===== src/sqjn_pkg.sv =====
// shared types, character codes and helpers for the quote normalizer
// no dependencies
`default_nettype none

package sqjn_pkg;

  localparam logic [7:0] CH_BSLASH = 8'h5C;
  localparam logic [7:0] CH_SQUOTE = 8'h27;
  localparam logic [7:0] CH_DQUOTE = 8'h22;
  localparam logic [7:0] CH_UNDER  = 8'h5F;
  localparam logic [7:0] CH_NUL    = 8'h00;

  localparam int QUEUE_DEPTH = 4;

  typedef struct packed {
    logic [7:0] in_byte;
    logic       in_last;
  } in_item_t;

  typedef struct packed {
    logic [7:0] out_byte;
    logic       out_last;
  } out_item_t;

  // one to two result bytes produced by one request
  typedef struct packed {
    logic       two;
    logic       last;
    logic [7:0] byte0;
    logic [7:0] byte1;
  } bundle_t;

  function automatic logic word_char(input logic [7:0] c);
    return (c inside {[8'h30:8'h39], [8'h41:8'h5A], [8'h61:8'h7A]}) || (c == CH_UNDER);
  endfunction

endpackage

`default_nettype wire


===== src/sqjn_front.sv =====
// front end: string state tracking and per-request rewrite decision
// depends on sqjn_pkg
`default_nettype none

module sqjn_front import sqjn_pkg::*; (
  input  wire logic     clk,
  input  wire logic     rst_n,
  input  wire logic     accept,
  input  wire in_item_t in_item,
  output logic          q_push,
  output bundle_t       q_data
);

  logic [7:0] held_r, held_nxt;
  logic       held_valid_r, held_valid_nxt;
  logic [7:0] before_r, before_nxt;
  logic       ins_r, ins_nxt;
  logic       ind_r, ind_nxt;

  logic [7:0] b;
  logic       lst;
  logic       cons;
  logic [1:0] cnt;
  logic [7:0] o0, o1;
  logic       ins_mid, ind_mid;
  logic [7:0] before_mid;
  logic [7:0] tail;

  always_comb begin
    b       = in_item.in_byte;
    lst     = in_item.in_last;
    cons    = 1'b0;
    cnt     = 2'd0;
    o0      = CH_NUL;
    o1      = CH_NUL;
    ins_mid = ins_r;
    ind_mid = ind_r;

    // held byte, with the incoming byte as its successor
    if (held_valid_r) begin
      cnt = 2'd1;
      if (held_r == CH_BSLASH) begin
        if (ins_r && (b == CH_BSLASH || b == CH_SQUOTE)) begin
          o0   = b;
          cons = 1'b1;
        end else if (ins_r || ind_r) begin
          o0   = held_r;
          o1   = b;
          cnt  = 2'd2;
          cons = 1'b1;
        end else begin
          o0 = held_r;
        end
      end else if (held_r == CH_SQUOTE && !ind_r) begin
        // apostrophe between word characters inside a single-quoted string stays
        if (ins_r && word_char(before_r) && word_char(b)) begin
          o0 = CH_SQUOTE;
        end else begin
          ins_mid = !ins_r;
          o0      = CH_DQUOTE;
        end
      end else if (held_r == CH_DQUOTE && !ins_r) begin
        ind_mid = !ind_r;
        o0      = CH_DQUOTE;
      end else begin
        o0 = held_r;
      end
    end

    before_mid = held_valid_r ? (cons ? b : held_r) : before_r;

    // final byte has no successor, so only the quote swap can apply
    tail = (b == CH_SQUOTE && !ind_mid) ? CH_DQUOTE : b;
    if (lst && !cons) begin
      if (cnt == 2'd0) begin
        o0  = tail;
        cnt = 2'd1;
      end else begin
        o1  = tail;
        cnt = 2'd2;
      end
    end

    held_nxt       = held_r;
    held_valid_nxt = held_valid_r;
    before_nxt     = before_r;
    ins_nxt        = ins_r;
    ind_nxt        = ind_r;
    if (accept) begin
      if (lst) begin
        held_nxt       = CH_NUL;
        held_valid_nxt = 1'b0;
        before_nxt     = CH_NUL;
        ins_nxt        = 1'b0;
        ind_nxt        = 1'b0;
      end else begin
        held_nxt       = cons ? held_r : b;
        held_valid_nxt = !cons;
        before_nxt     = before_mid;
        ins_nxt        = ins_mid;
        ind_nxt        = ind_mid;
      end
    end

    q_push       = accept && (cnt != 2'd0);
    q_data.two   = (cnt == 2'd2);
    q_data.last  = lst;
    q_data.byte0 = o0;
    q_data.byte1 = o1;
  end

  always_ff @(posedge clk) begin
    if (!rst_n) begin
      held_r       <= CH_NUL;
      held_valid_r <= 1'b0;
      before_r     <= CH_NUL;
      ins_r        <= 1'b0;
      ind_r        <= 1'b0;
    end else begin
      held_r       <= held_nxt;
      held_valid_r <= held_valid_nxt;
      before_r     <= before_nxt;
      ins_r        <= ins_nxt;
      ind_r        <= ind_nxt;
    end
  end

endmodule

`default_nettype wire


===== src/sqjn_queue.sv =====
// small queue of result bundles between front and back end
// depends on sqjn_pkg
`default_nettype none

module sqjn_queue import sqjn_pkg::*; #(
  parameter int DEPTH = QUEUE_DEPTH
) (
  input  wire logic    clk,
  input  wire logic    rst_n,
  input  wire logic    wr_en,
  input  wire bundle_t wr_data,
  output logic         full,
  input  wire logic    rd_en,
  output bundle_t      rd_data,
  output logic         nempty
);

  localparam int PW = (DEPTH > 1) ? $clog2(DEPTH) : 1;
  localparam int CW = $clog2(DEPTH + 1);
  localparam logic [PW-1:0] LAST_PTR = PW'(DEPTH - 1);
  localparam logic [CW-1:0] FULL_CNT = CW'(DEPTH);

  bundle_t       mem [DEPTH];
  logic [PW-1:0] wptr_r, wptr_nxt;
  logic [PW-1:0] rptr_r, rptr_nxt;
  logic [CW-1:0] cnt_r, cnt_nxt;
  logic          do_wr, do_rd;

  assign full    = (cnt_r == FULL_CNT);
  assign nempty  = (cnt_r != '0);
  assign rd_data = mem[rptr_r];
  assign do_wr   = wr_en && !full;
  assign do_rd   = rd_en && nempty;

  always_comb begin
    wptr_nxt = wptr_r;
    rptr_nxt = rptr_r;
    cnt_nxt  = cnt_r;
    if (do_wr) begin
      wptr_nxt = (wptr_r == LAST_PTR) ? '0 : wptr_r + PW'(1);
    end
    if (do_rd) begin
      rptr_nxt = (rptr_r == LAST_PTR) ? '0 : rptr_r + PW'(1);
    end
    if (do_wr && !do_rd) begin
      cnt_nxt = cnt_r + CW'(1);
    end else if (do_rd && !do_wr) begin
      cnt_nxt = cnt_r - CW'(1);
    end
  end

  always_ff @(posedge clk) begin
    if (!rst_n) begin
      wptr_r <= '0;
      rptr_r <= '0;
      cnt_r  <= '0;
    end else begin
      wptr_r <= wptr_nxt;
      rptr_r <= rptr_nxt;
      cnt_r  <= cnt_nxt;
    end
  end

  always_ff @(posedge clk) begin
    if (do_wr) begin
      mem[wptr_r] <= wr_data;
    end
  end

endmodule

`default_nettype wire


===== src/sqjn_back.sv =====
// back end: splits each bundle into single result bytes behind a register
// depends on sqjn_pkg
`default_nettype none

module sqjn_back import sqjn_pkg::*; (
  input  wire logic    clk,
  input  wire logic    rst_n,
  input  wire logic    q_valid,
  input  wire bundle_t q_data,
  output logic         q_pop,
  input  wire logic    pop,
  output logic         empty,
  output out_item_t    out_item
);

  bundle_t bnd_r, bnd_nxt;
  logic    bvalid_r, bvalid_nxt;
  logic    sel_r, sel_nxt;
  logic    final_byte;
  logic    done;
  logic    load;

  assign final_byte = !bnd_r.two || sel_r;
  assign done       = bvalid_r && pop && final_byte;
  assign load       = q_valid && (!bvalid_r || done);
  assign q_pop      = load;

  assign empty             = !bvalid_r;
  assign out_item.out_byte = sel_r ? bnd_r.byte1 : bnd_r.byte0;
  assign out_item.out_last = bnd_r.last && final_byte;

  always_comb begin
    bnd_nxt    = bnd_r;
    bvalid_nxt = bvalid_r;
    sel_nxt    = sel_r;
    if (load) begin
      bnd_nxt    = q_data;
      bvalid_nxt = 1'b1;
      sel_nxt    = 1'b0;
    end else if (done) begin
      bvalid_nxt = 1'b0;
      sel_nxt    = 1'b0;
    end else if (bvalid_r && pop) begin
      // first of two bytes taken
      sel_nxt = 1'b1;
    end
  end

  always_ff @(posedge clk) begin
    if (!rst_n) begin
      bvalid_r <= 1'b0;
      sel_r    <= 1'b0;
    end else begin
      bvalid_r <= bvalid_nxt;
      sel_r    <= sel_nxt;
    end
  end

  always_ff @(posedge clk) begin
    bnd_r <= bnd_nxt;
  end

endmodule

`default_nettype wire


===== src/single_quote_json_normalizer_unit.sv =====
// top level of the quote normalizer: front end, bundle queue, back end
// depends on sqjn_pkg, sqjn_front, sqjn_queue, sqjn_back
//
//   channel  | handshake        | payload
//   ---------+------------------+---------------------------
//   input    | push / full      | in_item  (in_byte, in_last)
//   result   | pop / empty      | out_item (out_byte, out_last)
//
// one request is taken per cycle while the bundle queue has room; the front
// end decides in the cycle of acceptance and writes up to two bytes as one bundle
// results leave at one byte per cycle from the back end register while pop is
// high, so a request that yields two bytes holds the result side until both go
// a bundle written into the queue moves on into the back end register when the
// back end is free; the first byte of a text is held until its successor
// arrives, so it leaves with the next request; reset clears the control state
// full rises only when the queue of QUEUE_DEPTH bundles fills under stalls
`default_nettype none

module single_quote_json_normalizer_unit import sqjn_pkg::*; #(
  parameter int QUEUE_DEPTH = sqjn_pkg::QUEUE_DEPTH
) (
  input  wire logic     clk,
  input  wire logic     rst_n,
  input  wire logic     push,
  output logic          full,
  input  wire in_item_t in_item,
  output logic          empty,
  input  wire logic     pop,
  output out_item_t     out_item
);

  logic    accept;
  logic    q_push;
  bundle_t q_wdata;
  logic    q_full;
  logic    q_pop;
  bundle_t q_rdata;
  logic    q_nempty;

  assign full   = q_full;
  assign accept = push && !q_full;

  sqjn_front u_front (
    .clk     (clk),
    .rst_n   (rst_n),
    .accept  (accept),
    .in_item (in_item),
    .q_push  (q_push),
    .q_data  (q_wdata)
  );

  sqjn_queue #(
    .DEPTH (QUEUE_DEPTH)
  ) u_queue (
    .clk     (clk),
    .rst_n   (rst_n),
    .wr_en   (q_push),
    .wr_data (q_wdata),
    .full    (q_full),
    .rd_en   (q_pop),
    .rd_data (q_rdata),
    .nempty  (q_nempty)
  );

  sqjn_back u_back (
    .clk      (clk),
    .rst_n    (rst_n),
    .q_valid  (q_nempty),
    .q_data   (q_rdata),
    .q_pop    (q_pop),
    .pop      (pop),
    .empty    (empty),
    .out_item (out_item)
  );

endmodule

`default_nettype wire


===== config.mk =====
export PLATFORM = sky130hd
export DESIGN_NAME = single_quote_json_normalizer_unit
export DESIGN_NICKNAME = d
export VERILOG_FILES = /design/src/sqjn_pkg.sv /design/src/sqjn_front.sv /design/src/sqjn_queue.sv /design/src/sqjn_back.sv /design/src/single_quote_json_normalizer_unit.sv
export SDC_FILE = /design/constraint.sdc
export NUM_CORES = 1
export LEC_CHECK = 0
export BUFFER_PORTS_ARGS = -buffer_cell sky130_fd_sc_hd__buf_4
export CORE_ASPECT_RATIO = 0.7
export CORE_MARGIN = 2
export CORE_UTILIZATION = 30
export DETAILED_ROUTE_END_ITERATION = 8
export SLEW_MARGIN = 20
export SYNTH_ARGS = -nofsm -noshare
export SYNTH_HDL_FRONTEND = slang
export SYNTH_SLANG_ARGS = --single-unit

===== constraint.sdc =====
create_clock -name clk -period 4.1 [get_ports clk]
set_clock_uncertainty 0.05 [all_clocks]
set_input_delay 0 -clock clk [delete_from_list [all_inputs] [get_ports clk]]
set_output_delay 0 -clock clk [all_outputs]
set_load 0.01 [all_outputs]

==> flow_metrics.env <==
export IMPL_outcome="complete, no violations"
export IMPL_synth_seq_area_share_pct=64.4
export IMPL_crit_buf_inv=3
export IMPL_reg2reg_slack_ns=1.43
export IMPL_clock_latency_ns=0.41
export IMPL_drtPass1Iterations=4
export IMPL_cp_slowest_cell="nor3b_1"
export IMPL_vias=3166
export IMPL_finalSetupTns_ns=0
export IMPL_start_util_pct=30.8
export IMPL_hpwlAfterDp_mm=7.33
export IMPL_slew_headroom_pct=26.2
export IMPL_finalMaxSlewViolations=0
export IMPL_tightest_slew_ns=1.10
export IMPL_rsz0062_at_grt="false"
export IMPL_syn_inst=359
export IMPL_power_leakage_uw=0.00209
export IMPL_required_ns=4.38
export IMPL_finalSetupViolCount=0
export IMPL_synth_edf_count=90
export IMPL_routed_wl_mm=11.1
export IMPL_critPathCaptureType="flop"
export IMPL_final_cell_mix="edfxtp_1, dfxtp_1, buf_4"
export IMPL_ys_warn_count=0
export IMPL_fmax_ghz=0.374
export IMPL_grt_pass1_wl_mm=17.7
export IMPL_final_common_cell="edfxtp_1"
export IMPL_die_area_um2=18000
export IMPL_clkTransAtPathRegs_ns=0.05
export IMPL_grt_max_degree=23
export IMPL_netlist_area_um2=5070
export IMPL_grt_usage_pct=13.1
export IMPL_cp_top_family="simple AND/OR/NAND/NOR gates"
export IMPL_min_period_ns=2.67
export IMPL_n_antenna_cell=0
export IMPL_synth_avg_cell_area_um2=14.1
export IMPL_clockRootBuffer="clkbuf_16"
export IMPL_clkSinkCount=118
export IMPL_drive_gt1_share_pct=23.2
export IMPL_synth_async_reset_ratio_pct=0
export IMPL_hold_path_class="input pin to flop"
export IMPL_syn_nets=379
export IMPL_ant_nets=0
export IMPL_ys_flop_type="edfxtp_1"
export IMPL_coreArea_um2=16400
export IMPL_cts_setup_buffers=0
export IMPL_cts_buffer_depth=2
export IMPL_hold_viol=0
export IMPL_crit_type="flop to flop"
export IMPL_peakVddDrop_mv=0.242
export IMPL_io_pins=24
export IMPL_rows=39
export IMPL_dpl_instance_area_um2=5480
export IMPL_cts_tree="built"
export IMPL_fillers=1542
export IMPL_wl_per_cell_um=17.4
export IMPL_overflow=0
export IMPL_slowest_delay_ns=0.44
export IMPL_cts_resized=0
export IMPL_antenna_found_initial=0
export IMPL_drcViolationCount=0
export IMPL_die_y_um=113
export IMPL_gp_congestion=0.867
export IMPL_drt_iter0_drc=263
export IMPL_final_nets=418
export IMPL_drv_cap=0
export IMPL_die_w_um=159
export IMPL_worstPathMaxFanout=11
export IMPL_io_buffers=23
export IMPL_areaGrowthSynthToFinish_pct=23.4
export IMPL_period_share_pct=65.1
export IMPL_final_area_um2=6250
export IMPL_synthDistinctLibCells=54
export IMPL_critPathArrivalTime_ns=2.95
export IMPL_crit_chain="nor3b_1 > nor2b_1 > o21ai_0 > buf_4 > clkinv_1 > ha_1 > inv_1 > fa_1 > xor2_1 > or3_1 > a21oi_1"
export IMPL_power_density_nw_per_um2=652
export IMPL_synth_seq_cells=118
export IMPL_routed_via_density=4.99
export IMPL_cts_made_buffers=17
export IMPL_cp_start_kind="flop"
export IMPL_first_global_vias=3071
export IMPL_htreeDepth=4
kinds of logic after synthesis:
| kind of cell | Yosys count | synth area share [%] |
|---|---|---|
| adders and majority gates | 7 | 1.88 |
| and+or+nand+nor | 104 | 11.9 |
| buffers and inverters | 30 | 2.25 |
| xor gates and xnor gates | 3 | 0.518 |
| DFF | 118 | 64.4 |
| AOI/OAI and AO/OA | 63 | 7.70 |
| muxes | 34 | 11.4 |
where the power goes:
group | total [uW] | switching [uW] | leakage, uW | internal [uW]
sequential | 1620 | 105 | 0.00107 | 1520
combinational | 796 | 415 | 0.000711 | 381
clock | 1660 | 524 | 0.000310 | 1130
total | 4080 | 1040 | 0.00209 | 3040
final timing paths:
path,start,to,cells after the start
worst max-delay path,u_queue.cnt_r[0]$_SDFFE_PN0P_,u_queue.cnt_r[2]$_SDFFE_PN0P_,11
worst min-delay path,push,u_front.ins_r$_SDFFE_PN0P_,4
worst max register to register,u_queue.cnt_r[0]$_SDFFE_PN0P_,u_queue.cnt_r[2]$_SDFFE_PN0P_,11
worst min register to register,u_front.before_r[3]$_SDFFE_PN0P_,u_front.before_r[3]$_SDFFE_PN0P_,2
metal layers:
| metal | up-vias | share of wire (%) | track usage [%] | routed length, um |
|---|---|---|---|---|
| met5 | - | 0 | 0 | 0 |
| li1 | 1456 | - | - | - |
| met3 | 13 | 5.9 | 3.19 | 651 |
| met2 | 92 | 43 | 18.8 | 4760 |
| met4 | 0 | 1.1 | 4.67 | 118 |
| met1 | 1605 | 50 | 19.4 | 5540 |
cell usage after synthesis (2+ instances only):
| master | count | area share (%) |
|---|---|---|
| nand4_1 | 4 | 0.49 |
| nand3_1 | 5 | 0.49 |
| or3_1 | 3 | 0.37 |
| o2111ai_1 | 2 | 0.35 |
| dfxtp_1 | 28 | 11 |
| mux2_2 | 8 | 1.8 |
| edfxtp_1 | 90 | 53 |
| xor2_1 | 2 | 0.35 |
| nand2b_1 | 3 | 0.37 |
| mux2i_1 | 8 | 1.6 |
| and2_1 | 18 | 2.2 |
| a21oi_1 | 20 | 2.0 |
| nor3_2 | 2 | 0.39 |
| mux4_2 | 18 | 8.0 |
| ha_1 | 6 | 1.5 |
| o21ai_0 | 19 | 1.9 |
| nor2b_1 | 4 | 0.49 |
| a22oi_1 | 8 | 1.2 |
| nor3b_1 | 2 | 0.30 |
| nand2_1 | 20 | 1.5 |
| clkbuf_1 | 16 | 1.2 |
| a31oi_1 | 4 | 0.49 |
| nor4b_1 | 2 | 0.35 |
| nor2_1 | 22 | 1.6 |
| inv_1 | 11 | 0.81 |
| nor3_1 | 6 | 0.59 |
final cells by class:
| cell class | count | area [um^2] | share of cell area [%] |
|---|---|---|---|
| multi-input combinational | 211 | 1700 | 27.1 |
| inverter | 13 | 48.8 | 0.780 |
| clock inverter | 13 | 229 | 3.66 |
| timing repair buffer | 37 | 305 | 4.88 |
| sequential | 118 | 3260 | 52.2 |
| clock buffer | 18 | 429 | 6.86 |
| tap | 225 | 282 | 4.50 |
state kept, by name, indices dropped and copies added (netlist names):
name and flops:
u_queue.wptr_r 2, u_front.held_valid_r 1, u_front.held_r 8, u_front.before_r 8
u_queue.mem 72, u_queue.rptr_r 2, u_back.bnd_r 18, u_back.sel_r 1
u_back.bvalid_r 1, u_queue.cnt_r 3, u_front.ind_r 1, u_front.ins_r 1
worst min-delay path: stages:
cell and delay [ns]:
buf_4 0.09, nand2b_1 0.20, nand2_1 0.13, a31oi_1 0.06
through the flow:
step | power [uW] | setup WS, ns | hold WS, ns | cells | utilization [%]
6_report | 4080 | 1.43 | 0.0819 | 635 | 38.0
5_1_grt | 4260 | 1.20 | 0.130 | 635 | 38.0
4_1_cts | 4120 | 1.43 | 0.0578 | 635 | 38.0
3_5_place_dp | 2450 | 1.45 | 0.209 | 593 | 33.3
3_3_place_gp | 2430 | 1.51 | 0.214 | 593 | 33.3
2_1_floorplan | 2150 | 1.26 | 0.0489 | 359 | -
what timing repair did:
action / in CTS / in global routing
endpoints found under the setup margin: 0 / 0
endpoints found under the hold margin: 28 / 0
hold buffers: 11 / 0
Power figures use the tool's default switching activity.
